<file path="src/rtl/core/rtnbr_lane.sv">
// One column lane: merges a pixel into its nozzle mask and forms the value stored back.
module rtnbr_lane #(
    parameter int MW = 16
) (
    input  logic [MW-1:0] i_old,
    input  logic          i_pix,
    input  logic [3:0]    i_bit,
    input  logic          i_closing,
    input  logic          i_ok,
    output logic [MW-1:0] o_mask,
    output logic [MW-1:0] o_store
);

    always_comb begin
        o_mask = i_old | (i_pix ? (MW'(1) << i_bit) : '0);
        if (!i_ok) begin
            o_store = i_old;
        end else if (i_closing) begin
            o_store = '0;
        end else begin
            o_store = o_mask;
        end
    end

endmodule

</file>
<file path="config.mk">
export PLATFORM = sky130hd
export DESIGN_NAME = rtnbr_lane
export DESIGN_NICKNAME = d
export VERILOG_FILES = /design/src/rtl/core/rtnbr_lane.sv
export SDC_FILE = /design/constraint.sdc
export NUM_CORES = 1
export LEC_CHECK = 0
export ABC_AREA = 0
export BUFFER_PORTS_ARGS = -buffer_cell sky130_fd_sc_hd__buf_2
export CAP_MARGIN = 40
export CORE_MARGIN = 2
export CORE_UTILIZATION = 40
export DETAILED_ROUTE_END_ITERATION = 10
export PLACE_DENSITY = 0.9
export SYNTH_ARGS = -nofsm -noshare
export SYNTH_HDL_FRONTEND = slang
export SYNTH_SLANG_ARGS = --single-unit
</file>
<file path="constraint.sdc">
create_clock -name vclk -period 1.7
set_input_delay 0.085 -clock vclk [all_inputs]
set_output_delay 0.085 -clock vclk [all_outputs]
set_load 0.005 [all_outputs]
</file>
==> reports/qor.yml <==
setup_path:
  worstSetupPathType: "in2out"
  cp.required_ns: 1.62
  end_kind: "primary output"
  cp_max_fo: 19
  worstPathArrival_ns: 1.02
  cp-start-kind: "input pin"
cells_and_area:
  final_cells: 131
  design_area_um2: 783
  register_area_um2: 0
  area.growth.synth_to_final_pct: 50.1
  final_net_count: 141
  clkbuf_count: 0
  seq_cell_count: 0
  drive_gt1_share_pct: 63.8
  num-fill-cells: 126
  num_antenna_cells: 0
clock_network:
  post-cts-setup-buffers: 0
  ctsResizeCount: 0
  hold_buffers: 0
yosys:
  synth_top_family_by_area: "compound AO/OA/AOI/OAI gates"
  synthXorXnorAreaFrac_pct: 0
  yosysTopAreaCell: "a21bo_2"
  yosys.area_share.simple_pct: 19.7
  ys_types: 19
  seq_area_frac_synth_pct: 0
  muxShareOfSynthArea_pct: 0
  ys_top_cells_by_area: "a21bo_2 23%, o21bai_1 17%, o31ai_1 17%, a31o_2 6.7%, o2bb2ai_1 6.7%"
  synthCells: 65
  synth_area_um2: 522
  synth_common_cells: "12 x a21bo_2, 12 x o21bai_1, 12 x o31ai_1, 4 x a31o_2, 4 x o2bb2ai_1"
  postSynthAreaPerCell_um2: 8.03
  synth_fp_nets: 88
  synth.top_cell.area_share_pct: 23.0
  yosys_warnings: 0
  synthAdderAreaFrac_pct: 0
  synth_compound_area_share_pct: 72.7
floorplan:
  rows: 13
  die-area_um2: 1610
  ios: 55
  die_h_um: 40.1
  initial_utilization_pct: 41.7
  die_w_um: 40.1
  core_um2: 1250
global_routing:
  grt_usage_pct: 20.0
  grt_overflow_total: 0
  grt_pass1_wl_um: 2350
  grt_max_degree: 20
  antenna_found_initial: 0
  grt_pass1_vias: 536
timing:
  period_minus_slack_ns: 1.10
  rsz0062_at_grt: "false"
  setup_tns_ns: 0
  maxSlewViolCount: 0
  max_slew_margin_pct: 79.1
  tightest_slew_ns: 0.313
  finalCritPeriodShare_pct: 65.0
  setup_viol: 0
  hold_viol: 0
  fmax_mhz: 905
pwr:
  ir_worst_vdd_v: 0.000149
  powerDensity_nw_per_um2: 249
  p_leak_nw: 0.380
route:
  routed_via_density: 5.84
  wl_per_cell_um: 13.3
  drc: 0
  routed_wl_um: 1740
  vias: 765
  drt.antenna.violating_nets: 0
  top_layer: "met3"
  wl_met1_um: 743
  wl_met2_um: 840
  drt-pass1-iter-count: 4
  drt_iter0_markers: 28
  wl_met3_um: 155
placed_design:
  hpwl_um: 1390
  port-buffer-count: 55
  placed_area_um2: 783
  gp_congestion: 0.784
  dp.cells: 131
min_path:
  holdCritPathClass: "in2out"
run_status:
  status: "completed"
run:
  cap_violations: 0
==> cell type report <==
type                            count  area (um2)  area share [%]
Tap cell                           15        18.8            2.40
Multi-Input combinational cell     59         482            61.5
Timing Repair Buffer               55         275            35.1
Inverter                            2        7.51           0.958
==> metal layers <==
metal / global-route usage, % / vias up
met4: 0.862 / 0
met5: 0 / -
li1: - / 375
met3: 0 / 0
met2: 35.9 / 41
met1: 27.6 / 349
==> per-stage QoR <==
step	total power, W	hold slack [ns]	utilization (%)	worst slack, ns
3_3_place_gp	0.000190	0.432	62.5	0.624
4_1_cts	0.000195	0.432	62.5	0.595
5_1_grt	0.000215	0.453	62.5	0.481
3_5_place_dp	0.000194	0.432	62.5	0.593
2_1_floorplan	0.000106	0.252	-	0.877
6_report	0.000195	0.431	62.5	0.595
==> logic make-up after synthesis <==
family / count (synthesis)
compound gates: 45
buf+inv: 6
simple gates: 14
==> path summary, 6_finish.rpt <==
path,end,slack (ns),from,depth (start not counted)
hold / removal,o_mask[9],0.43,i_old[9],3
setup / recovery,o_store[5],0.60,i_ok,4
==> placed cells by master (no fill, tap or decap) <==
cell       synthesis  final
a211o_1            1      1
a21bo_2           12     12
a31o_2             4      4
and2_4             1      1
buf_2              2     55
inv_1              2      2
nand2_1            2      2
nand2b_1           2      2
nand3_1            1      1
nand3b_1           2      2
nand4_1            1      1
nand4b_1           2      2
nand4bb_1          1      1
nor3b_2            1      1
o21bai_1          12     12
o2bb2ai_1          4      4
o31ai_1           12     12
or2_2              1      1
==> worst max-delay path: stages <==
cell and delay (ns):
buf_2 0.28, nand4b_1 0.24, o31ai_1 0.26, buf_2 0.15
==> where the power goes <==
group | switching [W] | total, W | internal (W) | leakage (nW)
registers | 0 | 0 | 0 | 0
clock network | 0 | 0 | 0 | 0
logic | 0.0000931 | 0.000195 | 0.000102 | 0.380
total | 0.0000931 | 0.000195 | 0.000102 | 0.380
(Power assumes the default switching activity.)
