### src/rtl/core/rtnbr_pkg.sv
// Shared types and constants of the raster to nozzle band runs block.
package rtnbr_pkg;

    localparam int LANES  = 8;
    localparam int SLOTS  = LANES + 1;
    localparam int COL_W  = 12;
    localparam int PAT_W  = 16;
    localparam int BAND_W = 16;
    localparam int PIX_W  = 8;

    localparam int CFG_AW = 4;
    localparam int CFG_DW = 32;

    localparam logic [1:0] REG_IMAGE_WIDTH  = 2'd0;
    localparam logic [1:0] REG_IMAGE_HEIGHT = 2'd1;
    localparam logic [1:0] REG_NOZZLE_COUNT = 2'd2;

    localparam logic [12:0] RST_IMAGE_WIDTH  = 13'd1;
    localparam logic [15:0] RST_IMAGE_HEIGHT = 16'd1;
    localparam logic [4:0]  RST_NOZZLE_COUNT = 5'd12;

    // Per-byte control handed from the accept stage to the run encoder.
    typedef struct packed {
        logic              closing;
        logic              row_end;
        logic [LANES-1:0]  lane_ok;
        logic [LANES-1:0]  lane_end;
        logic [COL_W-1:0]  col;
        logic [BAND_W-1:0] band;
    } t_ctl;

    typedef struct packed {
        logic [COL_W-1:0] run_start;
        logic [COL_W-1:0] run_end;
        logic [PAT_W-1:0] pattern;
    } t_run;

    // All results caused by one byte: a break slot per lane, then the row end.
    typedef struct packed {
        logic [BAND_W-1:0]        band;
        logic                     first;
        logic [SLOTS-1:0]         valid;
        t_run [SLOTS-1:0]         slot;
    } t_batch;

endpackage

### src/rtl/core/rtnbr_emit.sv
// Result buffer: holds one byte's batch of runs and sends them out one transfer at a time.
module rtnbr_emit (
    input  logic                              i_clk,
    input  logic                              i_rst_n,
    input  logic                              i_load,
    input  rtnbr_pkg::t_batch                 i_batch,
    output logic                              o_free,
    output logic                              o_valid,
    input  logic                              i_ready,
    output logic [rtnbr_pkg::BAND_W-1:0]      o_band,
    output logic [rtnbr_pkg::COL_W-1:0]       o_start,
    output logic [rtnbr_pkg::COL_W-1:0]       o_end,
    output logic [rtnbr_pkg::PAT_W-1:0]       o_pattern,
    output logic                              o_first,
    output logic                              o_last
);

    logic [rtnbr_pkg::SLOTS-1:0]   r_pend;
    logic                          r_first;
    logic [rtnbr_pkg::BAND_W-1:0]  r_band;
    rtnbr_pkg::t_run [rtnbr_pkg::SLOTS-1:0] r_slot;

    logic                          r_out_valid;
    logic [rtnbr_pkg::BAND_W-1:0]  r_out_band;
    rtnbr_pkg::t_run               r_out_run;
    logic                          r_out_first;
    logic                          r_out_last;

    logic [rtnbr_pkg::SLOTS-1:0]   pick;
    logic [rtnbr_pkg::SLOTS-1:0]   rest;
    logic [rtnbr_pkg::SLOTS-1:0]   n_pend;
    logic                          take;
    rtnbr_pkg::t_run               sel_run;

    always_comb begin
        pick = r_pend & (~r_pend + 1'b1);
        rest = r_pend & ~pick;
        take = (|r_pend) && (!r_out_valid || i_ready);
        n_pend = take ? rest : r_pend;
        o_free = (n_pend == '0);
        sel_run = '0;
        for (int s = 0; s < rtnbr_pkg::SLOTS; s++) begin
            if (pick[s]) begin
                sel_run = sel_run | r_slot[s];
            end
        end
    end

    always_ff @(posedge i_clk) begin
        if (!i_rst_n) begin
            r_pend      <= '0;
            r_first     <= 1'b0;
            r_out_valid <= 1'b0;
        end else begin
            r_pend <= n_pend;
            if (take) begin
                r_first     <= 1'b0;
                r_out_valid <= 1'b1;
            end else if (i_ready) begin
                r_out_valid <= 1'b0;
            end
            if (i_load) begin
                r_pend  <= i_batch.valid;
                r_first <= i_batch.first;
            end
        end
    end

    always_ff @(posedge i_clk) begin
        if (i_load) begin
            r_band <= i_batch.band;
            r_slot <= i_batch.slot;
        end
        if (take) begin
            r_out_band  <= r_band;
            r_out_run   <= sel_run;
            r_out_first <= r_first;
            r_out_last  <= (rest == '0);
        end
    end

    assign o_valid   = r_out_valid;
    assign o_band    = r_out_band;
    assign o_start   = r_out_run.run_start;
    assign o_end     = r_out_run.run_end;
    assign o_pattern = r_out_run.pattern;
    assign o_first   = r_out_first;
    assign o_last    = r_out_last;

    // The results of one byte leave without a gap in valid.
    a_batch_contiguous: assert property (@(posedge i_clk) disable iff (!i_rst_n)
        (r_out_valid && !r_out_last) |=> r_out_valid)
        else $error("result sequence of a byte broken before its last result");

endmodule
### config.mk
export PLATFORM = sky130hd
export DESIGN_NAME = rtnbr_emit
export DESIGN_NICKNAME = d
export VERILOG_FILES = /design/src/rtl/core/rtnbr_pkg.sv /design/src/rtl/core/rtnbr_emit.sv
export SDC_FILE = /design/constraint.sdc
export NUM_CORES = 1
export LEC_CHECK = 0
export ABC_AREA = 1
export ABC_CLOCK_PERIOD_IN_PS = 4920
export BUFFER_PORTS_ARGS = -buffer_cell sky130_fd_sc_hd__buf_2
export CORE_ASPECT_RATIO = 1.4
export CORE_UTILIZATION = 50
export DETAILED_ROUTE_END_ITERATION = 10
export PLACE_DENSITY = 0.78
export SLEW_MARGIN = 20
export SYNTH_ARGS = -nofsm -noshare
export SYNTH_HDL_FRONTEND = slang
export SYNTH_SLANG_ARGS = --single-unit
### constraint.sdc
create_clock -name i_clk -period 4.92 [get_ports i_clk]
set_input_delay 0.492 -clock i_clk [delete_from_list [all_inputs] [get_ports i_clk]]
set_output_delay 0.492 -clock i_clk [all_outputs]
set_load 0.02 [all_outputs]
==> reports/metrics.yaml <==
placement:
  place_ws_ps: 2000
  gp_routability_congestion: 0.839
  hpwl_microns: 28500
  port_buffers: 449
  dp_cells: 1892
  placed_area_sq_um: 18900
synthesis:
  yosysMostFrequentCell: "edfxtp_1"
  yosysTopAreaCellShare_pct: 80.6
  synth-edff-count: 434
  synth_common_cells: "edfxtp_1, nand2_1, a21oi_1, nand3_1, nand4_1"
  synth_cell_types: 24
  yosysTopAreaCell: "edfxtp_1"
  syn_area_sq_um: 16200
  synthArstFlopShare_pct: 0
  ys_top_cells_by_area: "edfxtp_1, nand2_1, nand4_1"
  yosysSeqAreaShare_pct: 81.9
  ys.flop_type: "edfxtp_1"
  synth.avg_cell_area_sq_um: 15.0
  synthCells: 1080
  syn-num-nets: 1470
  synth-seq-cells: 445
  yosysWarnings: 0
sta:
  max_freq_ghz: 0.318
  finalHoldViolCount: 0
  slew_headroom_pct: 22.8
  period_minus_slack_ps: 3150
  tightest_slew_ps: 1160
  timing.final.max_slew_violations: 0
  skew_ps: 15.2
  whs_ps: 122
  fin_ws_ps: 1770
  setup_viol: 0
  layout_worst_path_cycle_share_pct: 63.9
  fin_setup_tns_ps: 0
  rsz0062_at_grt: "false"
grt:
  antenna_found_initial: 19
  overflow: 0
  grt_max_degree: 130
  track_usage_pct: 25.5
  grt_pass1_wl_microns: 61600
  grt_pass1_vias: 11200
hold_path:
  hold_class: "in2reg"
  hp-start: "i_batch[280]"
  hold_depth: 1
  worst_hold_path.endpoint: "r_slot[280]$_DFFE_PP_"
cts:
  post-cts-setup-buffers: 0
  cts-root-buf: "clkbuf_16"
  cts_sinks: 445
  cts_max_path_buffers: 3
  cts_resized: 0
  cts_hold_buf: 0
  cts_inserted_buffers: 43
  clk_pin_slew_worst_paths_ps: 60
  clk_latency_ps: 540
  cts_htree_levels: 2
  cts_tree: "yes"
routing:
  drt_iter0_markers: 832
  ant_nets: 0
  vias: 10800
  firstDrtPassIters: 6
  drc: 0
  viasPerCell: 5.42
  wl_per_cell_microns: 21.4
  wirelength_microns: 42600
power_and_ir_drop:
  ir_drop_mv: 0.327
  leakage_nw: 8.07
  power_density_nw_per_um2: 423
layout:
  regArea_sq_um: 13300
  stdcell_count: 1988
  design_area_sq_um: 20300
  n_fill_cell: 2228
  multi_input_area_sq_um: 2500
  area_growth_pct: 25.4
  layout-drive-gt1-share_pct: 34.6
  fin_nets: 1932
floorplan:
  die-area_sq_um: 33100
  rows: 77
  start_util_pct: 51.0
  ios: 450
  core_area_sq_um: 31700
  dieHeight_microns: 215
  die_width_microns: 154
job:
  drv_cap: 0
critical_path:
  reg2reg_from: "r_pend[1]$_SDFF_PN0_"
  r2r_end: "o_start[3]$_DFFE_PP_"
  worst_ep_arrival_time_ps: 2650
  start_kind: "flip-flop"
  cp_data_required_time_ps: 4430
  reg2reg_depth: 7
  crit_type: "reg2out"
  cp_max_fo: 20
  worstSetupEndpointType: "output pin"
  r2r_slack_ps: 2070
status:
  status: "finished, final reports clean"
sequential cells by signal, indices dropped and copies added (netlist names):
| register | cells |
|---|---|
| o_valid | 1 |
| r_first | 1 |
| o_band | 16 |
| r_band | 16 |
| o_first | 1 |
| o_end | 12 |
| r_slot | 360 |
| o_last | 1 |
| o_start | 12 |
| o_pattern | 16 |
| r_pend | 9 |
layout by cell type (no fill, tap or decap), types with 3 or more instances in the layout:
master | Yosys | layout
a21oi_1 | 84 | 84
a31oi_1 | 3 | 3
buf_2 | 24 | 448
buf_4 | 2 | 13
clkbuf_1 | 20 | 11
clkbuf_16 | 0 | 45
clkinv_1 | 0 | 10
clkinv_2 | 0 | 4
clkinvlp_4 | 0 | 3
dfxtp_1 | 11 | 8
dfxtp_2 | 0 | 3
diode_2 | 0 | 19
edfxtp_1 | 434 | 434
inv_1 | 60 | 59
inv_2 | 2 | 3
nand2_1 | 184 | 184
nand2_2 | 5 | 5
nand3_1 | 84 | 84
nand4_1 | 80 | 80
nor2_1 | 58 | 56
nor2_4 | 4 | 7
o21ai_0 | 10 | 10
o21ai_1 | 4 | 4
power by group:
part           leakage, nW  switching [W]  internal [W]
Combinational         3.06       0.000537      0.000284
Clock                0.630        0.00133       0.00174
Sequential            4.37       0.000113       0.00458
worst max-delay path by stage:
stage,endpoint,startpoint,slack (ps),cells past startpoint
floorplan,o_band[0]$_DFFE_PP_,i_ready,2450,4
global placement,o_free,r_pend[1]$_SDFF_PN0_,1790,10
detailed placement,o_start[9]$_DFFE_PP_,r_pend[1]$_SDFF_PN0_,2000,7
CTS,o_free,r_pend[1]$_SDFF_PN0_,1720,11
global route,o_free,r_pend[1]$_SDFF_PN0_,1620,11
finish,o_free,r_pend[1]$_SDFF_PN0_,1770,11
cells by family after synthesis:
logic type	share of synthesized area (%)
flip-flops	81.9
AND/OR/NAND/NOR	12.0
buffers and inverters	2.81
AO/OA/AOI/OAI	3.25
per-layer routing:
layer  GRT usage, %  part of all wire (%)  vias up
met5              0                 0.019        -
met4           16.8                   5.1        2
met3           4.62                   7.3      125
met2           45.1                    53      606
met1           27.9                    34     5135
li1               -                     -     4911
area by class of cell:
type | count | area share, %
Tap cell | 395 | 2.44
Inverter | 62 | 1.15
Clock buffer | 57 | 5.82
Timing Repair Buffer | 466 | 12.1
Clock inverter | 20 | 0.629
Antenna cell | 19 | 0.234
Multi-Input combinational cell | 524 | 12.3
Sequential cell | 445 | 65.3
through the flow:
stage | total power, W | util, %
floorplan | 0.00510 | -
global placement | 0.00554 | 59.6
detailed placement | 0.00558 | 59.7
CTS | 0.00863 | 63.9
global route | 0.00883 | 64.0
finish | 0.00858 | 64.0
worst max-delay path, cell delays in order (launching register included):
cell     delay, ps
dfxtp_2        490
inv_1          130
nand2_2        130
nor2_4         390
buf_16         220
nor2_1          70
nand3_1        100
nand2_1         60
nor2_1          80
nand2_1         60
nor2_1         180
buf_2          200
Note: power is estimated with default switching activity, not from simulation.
