$ cat src/rtl/core/rtnbr_pkg.sv
// Shared types and constants of the raster to nozzle band runs block.
package rtnbr_pkg;

    localparam int LANES  = 8;
    localparam int SLOTS  = LANES + 1;
    localparam int COL_W  = 12;
    localparam int PAT_W  = 16;
    localparam int BAND_W = 16;
    localparam int PIX_W  = 8;

    localparam int CFG_AW = 4;
    localparam int CFG_DW = 32;

    localparam logic [1:0] REG_IMAGE_WIDTH  = 2'd0;
    localparam logic [1:0] REG_IMAGE_HEIGHT = 2'd1;
    localparam logic [1:0] REG_NOZZLE_COUNT = 2'd2;

    localparam logic [12:0] RST_IMAGE_WIDTH  = 13'd1;
    localparam logic [15:0] RST_IMAGE_HEIGHT = 16'd1;
    localparam logic [4:0]  RST_NOZZLE_COUNT = 5'd12;

    // Per-byte control handed from the accept stage to the run encoder.
    typedef struct packed {
        logic              closing;
        logic              row_end;
        logic [LANES-1:0]  lane_ok;
        logic [LANES-1:0]  lane_end;
        logic [COL_W-1:0]  col;
        logic [BAND_W-1:0] band;
    } t_ctl;

    typedef struct packed {
        logic [COL_W-1:0] run_start;
        logic [COL_W-1:0] run_end;
        logic [PAT_W-1:0] pattern;
    } t_run;

    // All results caused by one byte: a break slot per lane, then the row end.
    typedef struct packed {
        logic [BAND_W-1:0]        band;
        logic                     first;
        logic [SLOTS-1:0]         valid;
        t_run [SLOTS-1:0]         slot;
    } t_batch;

endpackage

$ cat src/rtl/core/rtnbr_merge.sv
// Run encoder: walks the eight lane masks of a closing row and holds the open run.
module rtnbr_merge #(
    parameter int MW = 16
) (
    input  logic                                   i_clk,
    input  logic                                   i_rst_n,
    input  logic                                   i_adv,
    input  rtnbr_pkg::t_ctl                        i_ctl,
    input  logic [rtnbr_pkg::LANES-1:0][MW-1:0]    i_mask,
    output rtnbr_pkg::t_batch                      o_batch
);

    logic                          r_run_open;
    logic [rtnbr_pkg::COL_W-1:0]   r_run_origin;
    logic [MW-1:0]                 r_run_mask;
    logic                          r_first_given;

    logic                          n_run_open;
    logic [rtnbr_pkg::COL_W-1:0]   n_run_origin;
    logic [MW-1:0]                 n_run_mask;

    always_comb begin
        logic                        open;
        logic [rtnbr_pkg::COL_W-1:0] origin;
        logic [MW-1:0]               mask;
        logic [rtnbr_pkg::COL_W-1:0] ck;
        open   = r_run_open;
        origin = r_run_origin;
        mask   = r_run_mask;
        o_batch       = '0;
        o_batch.band  = i_ctl.band;
        o_batch.first = !r_first_given;
        for (int k = 0; k < rtnbr_pkg::LANES; k++) begin
            ck = i_ctl.col + rtnbr_pkg::COL_W'(k);
            if (i_ctl.closing && i_ctl.lane_ok[k]) begin
                if (!open) begin
                    if (i_mask[k] != '0) begin
                        open   = 1'b1;
                        origin = ck;
                        mask   = i_mask[k];
                    end
                end else if (i_mask[k] != mask) begin
                    o_batch.valid[k]          = 1'b1;
                    o_batch.slot[k].run_start = origin;
                    o_batch.slot[k].run_end   = ck - 1'b1;
                    o_batch.slot[k].pattern   = rtnbr_pkg::PAT_W'(mask);
                    origin = ck;
                    mask   = i_mask[k];
                end
                if (i_ctl.lane_end[k] && open) begin
                    o_batch.valid[rtnbr_pkg::SLOTS-1]          = 1'b1;
                    o_batch.slot[rtnbr_pkg::SLOTS-1].run_start = origin;
                    o_batch.slot[rtnbr_pkg::SLOTS-1].run_end   = ck;
                    o_batch.slot[rtnbr_pkg::SLOTS-1].pattern   = rtnbr_pkg::PAT_W'(mask);
                    open = 1'b0;
                end
            end
        end
        n_run_open   = open;
        n_run_origin = origin;
        n_run_mask   = mask;
    end

    always_ff @(posedge i_clk) begin
        if (!i_rst_n) begin
            r_run_open    <= 1'b0;
            r_run_origin  <= '0;
            r_run_mask    <= '0;
            r_first_given <= 1'b0;
        end else if (i_adv) begin
            r_run_origin <= n_run_origin;
            if (i_ctl.row_end && i_ctl.closing) begin
                // A closing row that ends drops whatever run is still open.
                r_run_open    <= 1'b0;
                r_run_mask    <= '0;
                r_first_given <= 1'b0;
            end else begin
                r_run_open <= n_run_open;
                r_run_mask <= n_run_mask;
                if (|o_batch.valid) begin
                    r_first_given <= 1'b1;
                end
            end
        end
    end

    a_runs_only_closing: assert property (@(posedge i_clk) disable iff (!i_rst_n)
        (i_adv && (|o_batch.valid)) |-> i_ctl.closing)
        else $error("run result produced on a row that does not close a band");

endmodule

$ cat config.mk
export PLATFORM = sky130hd
export DESIGN_NAME = rtnbr_merge
export DESIGN_NICKNAME = d
export VERILOG_FILES = /design/src/rtl/core/rtnbr_pkg.sv /design/src/rtl/core/rtnbr_merge.sv
export SDC_FILE = /design/constraint.sdc
export NUM_CORES = 1
export LEC_CHECK = 0
export ABC_AREA = 1
export CAP_MARGIN = 20
export CORE_MARGIN = 2
export CORE_UTILIZATION = 37
export CTS_BUF_LIST = sky130_fd_sc_hd__clkbuf_8
export CTS_CLUSTER_DIAMETER = 60
export DETAILED_ROUTE_END_ITERATION = 10
export DONT_BUFFER_PORTS = 1
export SYNTH_ARGS = -nofsm -noshare
export SYNTH_HDL_FRONTEND = slang
export SYNTH_SLANG_ARGS = --single-unit
$ cat constraint.sdc
create_clock -name i_clk -period 4.85 [get_ports i_clk]
set_clock_uncertainty 0.05 [all_clocks]
set_input_delay 0.485 -clock i_clk [delete_from_list [all_inputs] [get_ports i_clk]]
set_output_delay 0.485 -clock i_clk [all_outputs]
set_load 0.005 [all_outputs]
==> results.md, run 1 <==
- Crit share post-route: 117%
- Ys Warns: 0
- WS Path Type: in2out
- Worst path arrival time: 5.15 ns
- Area of the core: 51200 µm²
- Worst Hold Class: in2reg
- Leak: 16.8 nW
- EDFF count, synth: 0
- Final hold slack: 0.263 ns
- Final setup viols: 158
- Slew HR: 20.9%
- Critical Path End Type: primary output
- Area contributors post-synth: nand2_1 (26%), nand3_1 (12%), nor2_1 (10%), inv_1 (7.4%), a21oi_1 (5.3%)
- Synth Instances: 3921
- Critical path's slowest cell: a31oi_1
- Die Ht: 231 µm
- CTS tree: yes
- Final hold viol count: 0
- Max Freq: 176 MHz
- Max clock buf depth: 2
- DP HPWL: 104 mm
- Vias post-DR: 33.8k
- PwrDens: 151 nW/µm²
- Worst-path fanout max: 6
- Max IR drop VDD: 0.195 mV
- Commonest non-fill, non-tap cells in the layout: buf_4 (1219), nand2_1 (1070), nor2_1 (421), inv_1 (366), nand3_1 (333)
- DR DRC count: 0
- CTS Root Cell: clkbuf_8
- Initial antenna violation count: 3
- Worst skew pair latency: 0.29 ns
- Max Slew Vio Count: 0
- Layout cells sized above 1: 43.6%
- Per-cell routed wire length: 23.7 µm
- First-pass GRT wire length: 188 mm
- H-tree levels: 2
- CTS clk-pin slew, worst paths: 0.06 ns
- Total global routing overflow: 0
- Predominant post-synthesis flop cell: dfxtp_1
- DR vias/cell: 5.83
- Met1 Track Usage GR: 57.8%
- Netlist cell types: 60
- CTS Buf Count: 5
- Final WS setup: -0.834 ns
- Post-synthesis average cell area: 4.88 µm²
- Post-synth top area share: 25.7%
- Crit start category: input port
- Slew @ Worst Pin: 1.19 ns
- Slowest cell delay on critical path: 0.25 ns
- WP data required: 4.32 ns
- Failing checks: negative setup slack
- RSZ-0062 raised after global routing: yes
- Place WS: -0.933 ns
- Sequential fraction of the synthesis area: 3.14%
- Crit path top cell by count: nand2_2
- Number of port buffers: 0
- Detailed-route wire length: 137 mm
- Io pins: 563
- Syn nets: 4115
- GRT Max-Usage Layer: met2
- Router iterations before antenna repair: 7
- Max-cap viol count: 0
- Status: finished, violations left
- CTS Sinks: 30
- Area grow syn2layout: 78.8%
- DR iter-0 viols: 4108
- Min Tclk post-route: 5.68 ns
- Die area: 53500 µm²
- Fin nets: 5314
- Routed Antenna Nets: 0
- Row cnt: 83
- Initial Util: 37.4%
- Vias in the first global route: 30.3k
- Hold-fix buffers, CTS: 0
- Largest net degree at the start of global routing: 47
- GR Util met2: 71.8%
- Die Width: 231 µm
- Final Wtd Congestion: 1.07
- Dominant cell type by area after synthesis: nand2_1
- Met3 GRT Util: 9.49%
- Async set-reset flop share out of synthesis: 0%
- Mapped cell area: 19100 µm²
- Overall Global Routing Usage: 46.6%
- Most common cell after layout, fill and taps aside: buf_4
- Synth Register Bits: 30
## power by group
group | switching, mW | total, mW | internal (mW)
registers | 0.0329 | 0.300 | 0.267
logic | 2.62 | 4.65 | 2.03
clock network | 0.0986 | 0.211 | 0.112
total | 2.75 | 5.16 | 2.41
## what timing repair did
item                                    4_1_cts  5_1_grt
resized for setup                           558      479
endpoints found under the setup margin      207      211
pin swaps                                   103      190
buffers inserted                            221       91
gates cloned                                  5        6
## cell type report
cell class,count,area [µm²]
clock buffer,6,82.6
inverter,403,1550
multi-input combinational,3264,19200
timing repair inverter,1,11.3
fill,4803,17000
clock inverter,2,8.76
antenna,2,5.00
timing repair buffer,1415,11900
tap,680,851
sequential,30,604
## flip-flops by register name (all words and copies together) (netlist names)
name           cells
r_run_open         1
r_first_given      1
r_run_origin      12
r_run_mask        16
## metrics by stage
stage	cell area, µm²	cells	power (mW)	setup TNS, ns	util [%]
after global placement	27600	5490	3.88	-74.31	53.9
after floorplan	19100	3921	1.98	0	-
after global routing	34200	5802	5.38	-103.34	66.8
after detailed placement	27600	5490	3.88	-73.66	53.9
after CTS	31600	5713	4.58	-28.12	61.8
final	34200	5803	5.16	-67.42	66.8
## synth_stat cells, types with 5 or more instances
| library cell | number |
|---|---|
| nand2_1 | 1312 |
| nor2_1 | 517 |
| nand3_1 | 440 |
| inv_1 | 377 |
| a21oi_1 | 203 |
| o21ai_0 | 133 |
| clkbuf_1 | 116 |
| xor2_1 | 89 |
| nand3_2 | 75 |
| nand2_2 | 68 |
| a31oi_1 | 57 |
| buf_2 | 49 |
| o211ai_1 | 46 |
| buf_4 | 38 |
| nand4_1 | 38 |
| xnor2_1 | 34 |
| o21ai_1 | 31 |
| dfxtp_1 | 30 |
| nor4_1 | 21 |
| or2_2 | 20 |
| o21ai_2 | 19 |
| o22ai_1 | 19 |
| nor3_1 | 18 |
| ha_1 | 17 |
| a311oi_1 | 16 |
| inv_2 | 14 |
| buf_1 | 11 |
| clkinv_1 | 10 |
| nand2_4 | 9 |
| o311ai_0 | 9 |
| o31a_1 | 9 |
| a211oi_1 | 8 |
| buf_6 | 8 |
| o21a_1 | 8 |
| o221ai_1 | 6 |
| nor2_2 | 5 |
| or2_1 | 5 |
## per-layer routing
layer	share of wire, %	wire length, µm
met2	42	57400
met5	0	0
met4	9.6	13200
met3	12	16100
met1	37	50600
## logic make-up (layout without fill, tap and decap cells)
group	after synthesis	count (layout)	synth area share [%]
compound gates	585	585	18.3
simple gates	2538	2539	58.0
buf+inv	628	1827	13.9
flops	30	30	3.14
xor+xnor	123	123	5.63
fa+ha+maj	17	17	1.11
other cells	0	2	0
## critical path, delay by kind of cell
kind	cells	cell delay, ns
simple gates	27	2.99
buf+inv	7	1.00
compound gates	4	0.64
## worst paths after layout
| path | end | slack (ns) | cells past startpoint | from |
|---|---|---|---|---|
| max | o_batch[352] | -0.83 | 38 | i_mask[3] |
| min | r_first_given | 0.26 | 2 | i_rst_n |
| max reg2reg | r_run_origin[9] | -0.44 | 46 | r_run_open |
| min reg2reg | r_run_origin[0] | 0.43 | 2 | r_run_origin[0] |
Power figures use the tool's default switching activity.
==> run 2: changes to the inputs <==
CAP_MARGIN = unset   (was 20)
GPL_TIMING_DRIVEN = 0   (was unset)
clock period = 6.16 ns   (was 4.85 ns; I/O delays follow)
==> results.md, run 2 (synthesized netlist as in run 1, its figures left out) <==
- Layout cells sized above 1: 14.4% (was 43.6%)
- Max Slew Vio Count: 4 (was 0)
- Final WS setup: 0.177 ns (was -0.834 ns)
- Most common cell after layout, fill and taps aside: nand2_1 (was buf_4)
- Die Width: 231 µm (unchanged)
- Worst-path fanout max: 9 (was 6)
- Vias in the first global route: 25.4k (was 30.3k)
- Max Freq: 167 MHz
- DR vias/cell: 6.13 (was 5.83)
- Detailed-route wire length: 127 mm (was 137 mm)
- Overall Global Routing Usage: 44.3% (was 46.6%)
- Per-cell routed wire length: 27.3 µm (was 23.7 µm)
- Top reg by flops: r_run_mask (unchanged)
- Max IR drop VDD: 0.0669 mV (was 0.195 mV)
- DR DRC count: 0 (unchanged)
- Critical Path End Type: primary output (unchanged)
- Post-Layout Inst Area: 21700 µm² (was 34200 µm²)
- Failing checks: max-capacitance violations, max-slew violations (was negative setup slack)
- Routed Antenna Nets: 0 (unchanged)
- Crit share post-route: 97.1%
- Hold depth: 2 (unchanged)
- CTS Root Cell: clkbuf_8 (unchanged)
- CTS tree: yes (unchanged)
- Placed cell areas: 20000 µm² (was 27600 µm²)
- Slew HR: -3.11% (was 20.9%)
- Total global routing overflow: 0 (unchanged)
- Leak: 10.1 nW (was 16.8 nW)
- Worst path arrival time: 5.32 ns (was 5.15 ns)
- WP data required: 5.49 ns (was 4.32 ns)
- Area of the core: 51200 µm² (unchanged)
- RSZ-0062 raised after global routing: yes (unchanged)
- CTS Sinks: 30 (unchanged)
- Worst Hold Class: in2reg (unchanged)
- Max-cap viol count: 1 (was 0)
- Crit path top cell by count: nand2_1 (was nand2_2)
- WS Path Type: in2out (unchanged)
- Final hold slack: 0.397 ns (was 0.263 ns)
- Status: finished, violations left (unchanged)
- Initial antenna violation count: 1 (was 3)
- Hold-fix buffers, CTS: 0 (unchanged)
- Initial Util: 37.4% (unchanged)
- Worst skew pair latency: 0.28 ns (was 0.29 ns)
- R2R cell count: 31 (was 46)
- Final Wtd Congestion: 1.06 (was 1.07)
- Final hold viol count: 0 (unchanged)
- DP HPWL: 106 mm (was 104 mm)
- DR iter-0 viols: 4040 (was 4108)
- Post-layout util: 42.3% (was 66.8%)
- Slowest cell delay on critical path: 0.26 ns (was 0.25 ns)
- PwrDens: 124 nW/µm² (was 151 nW/µm²)
- Vias post-DR: 28.6k (was 33.8k)
- Max reg flops: 16 (unchanged)
- Router iterations before antenna repair: 7 (unchanged)
- Number of port buffers: 0 (unchanged)
- Area grow syn2layout: 13.3% (was 78.8%)
- Final setup viols: 0 (was 158)
- Min Tclk post-route: 5.98 ns
- Biggest regs: r_run_mask x16, r_run_origin x12 (unchanged)
- Io pins: 563 (unchanged)
- CTS Buf Count: 5 (unchanged)
- Crit start category: input port (unchanged)
- Critical path's slowest cell: xor2_4 (was a31oi_1)
- Max clock buf depth: 2 (unchanged)
- Fin nets: 4172 (was 5314)
- Die area: 53500 µm² (unchanged)
- CTS clk-pin slew, worst paths: 0.06 ns (about the same)
- Row cnt: 83 (unchanged)
- Largest net degree at the start of global routing: 14 (was 47)
- H-tree levels: 2 (unchanged)
- Fillers: 6085 (was 4803)
- Area of the multi-input gates: 16900 µm² (was 19200 µm²)
- Register area: 643 µm² (was 604 µm²)
- Commonest non-fill, non-tap cells in the layout: nand2_1 (1247), nor2_1 (505), nand3_1 (420), inv_1 (374), a21oi_1 (191) (was buf_4 (1219), nand2_1 (1070), nor2_1 (421), inv_1 (366), nand3_1 (333))
- Slew @ Worst Pin: 1.53 ns (was 1.19 ns)
- Die Ht: 231 µm (unchanged)
- Place WS: -0.857 ns (was -0.933 ns)
- First-pass GRT wire length: 175 mm (was 188 mm)
-- run 2: worst max-delay path: cells and delay by family --
kind / cells / cell delay (ns)
and+or+nand+nor: 18 / 2.20
buffers and inverters: 3 / 0.53
xor gates and xnor gates: 1 / 0.26
AOI/OAI and AO/OA: 13 / 1.71
-- run 2: final timing paths --
kind                                      start              end  slack, ns
worst max-delay path                  i_ctl[20]     o_batch[359]       0.18
worst min-delay path                    i_rst_n    r_first_given       0.40
worst max register to register       r_run_open    r_first_given       0.70
worst min register to register  r_run_origin[0]  r_run_origin[0]       0.42
-- run 2: metrics by stage --
step / instances / power (mW) / TNS, ns
after floorplan: 3921 / 1.56 / 0
after global placement: 4601 / 2.27 / -41.72
after detailed placement: 4601 / 2.27 / -35.88
after CTS: 4610 / 2.45 / -0.115
after global routing: 4660 / 2.81 / -0.231
final: 4660 / 2.68 / 0
-- run 2: layout make-up --
type | count | share of cell area [%]
diodes | 1 | 0.0115
plain buffers | 225 | 5.68
clock buffers | 6 | 0.381
clock inverters | 2 | 0.0404
inverters | 403 | 7.04
multi-input cells | 3264 | 78.1
flip-flops and latches | 30 | 2.97
well taps | 680 | 3.93
repair buffers | 49 | 1.89
-- run 2: per-layer routing --
| layer | part of all wire [%] | track usage (%) | up-vias |
|---|---|---|---|
| met1 | 37 | 55.3 | 13100 |
| met2 | 41 | 66.8 | 2097 |
| met5 | 0 | 0 | - |
| li1 | - | - | 12800 |
| met4 | 8.4 | 28.4 | 0 |
| met3 | 13 | 12.1 | 481 |
-- run 2: power breakdown --
part           total, mW  internal, mW  switching (mW)
Sequential         0.250         0.210          0.0391
Combinational       2.27         0.600            1.67
Clock              0.161        0.0882          0.0726
Total               2.68         0.899            1.78
-- run 2: timing repair --
action	CTS	global route
resized for setup	54	277
setup buffers	1	46
gates cloned	0	3
setup endpoints to repair	131	153
pin swaps	2	40
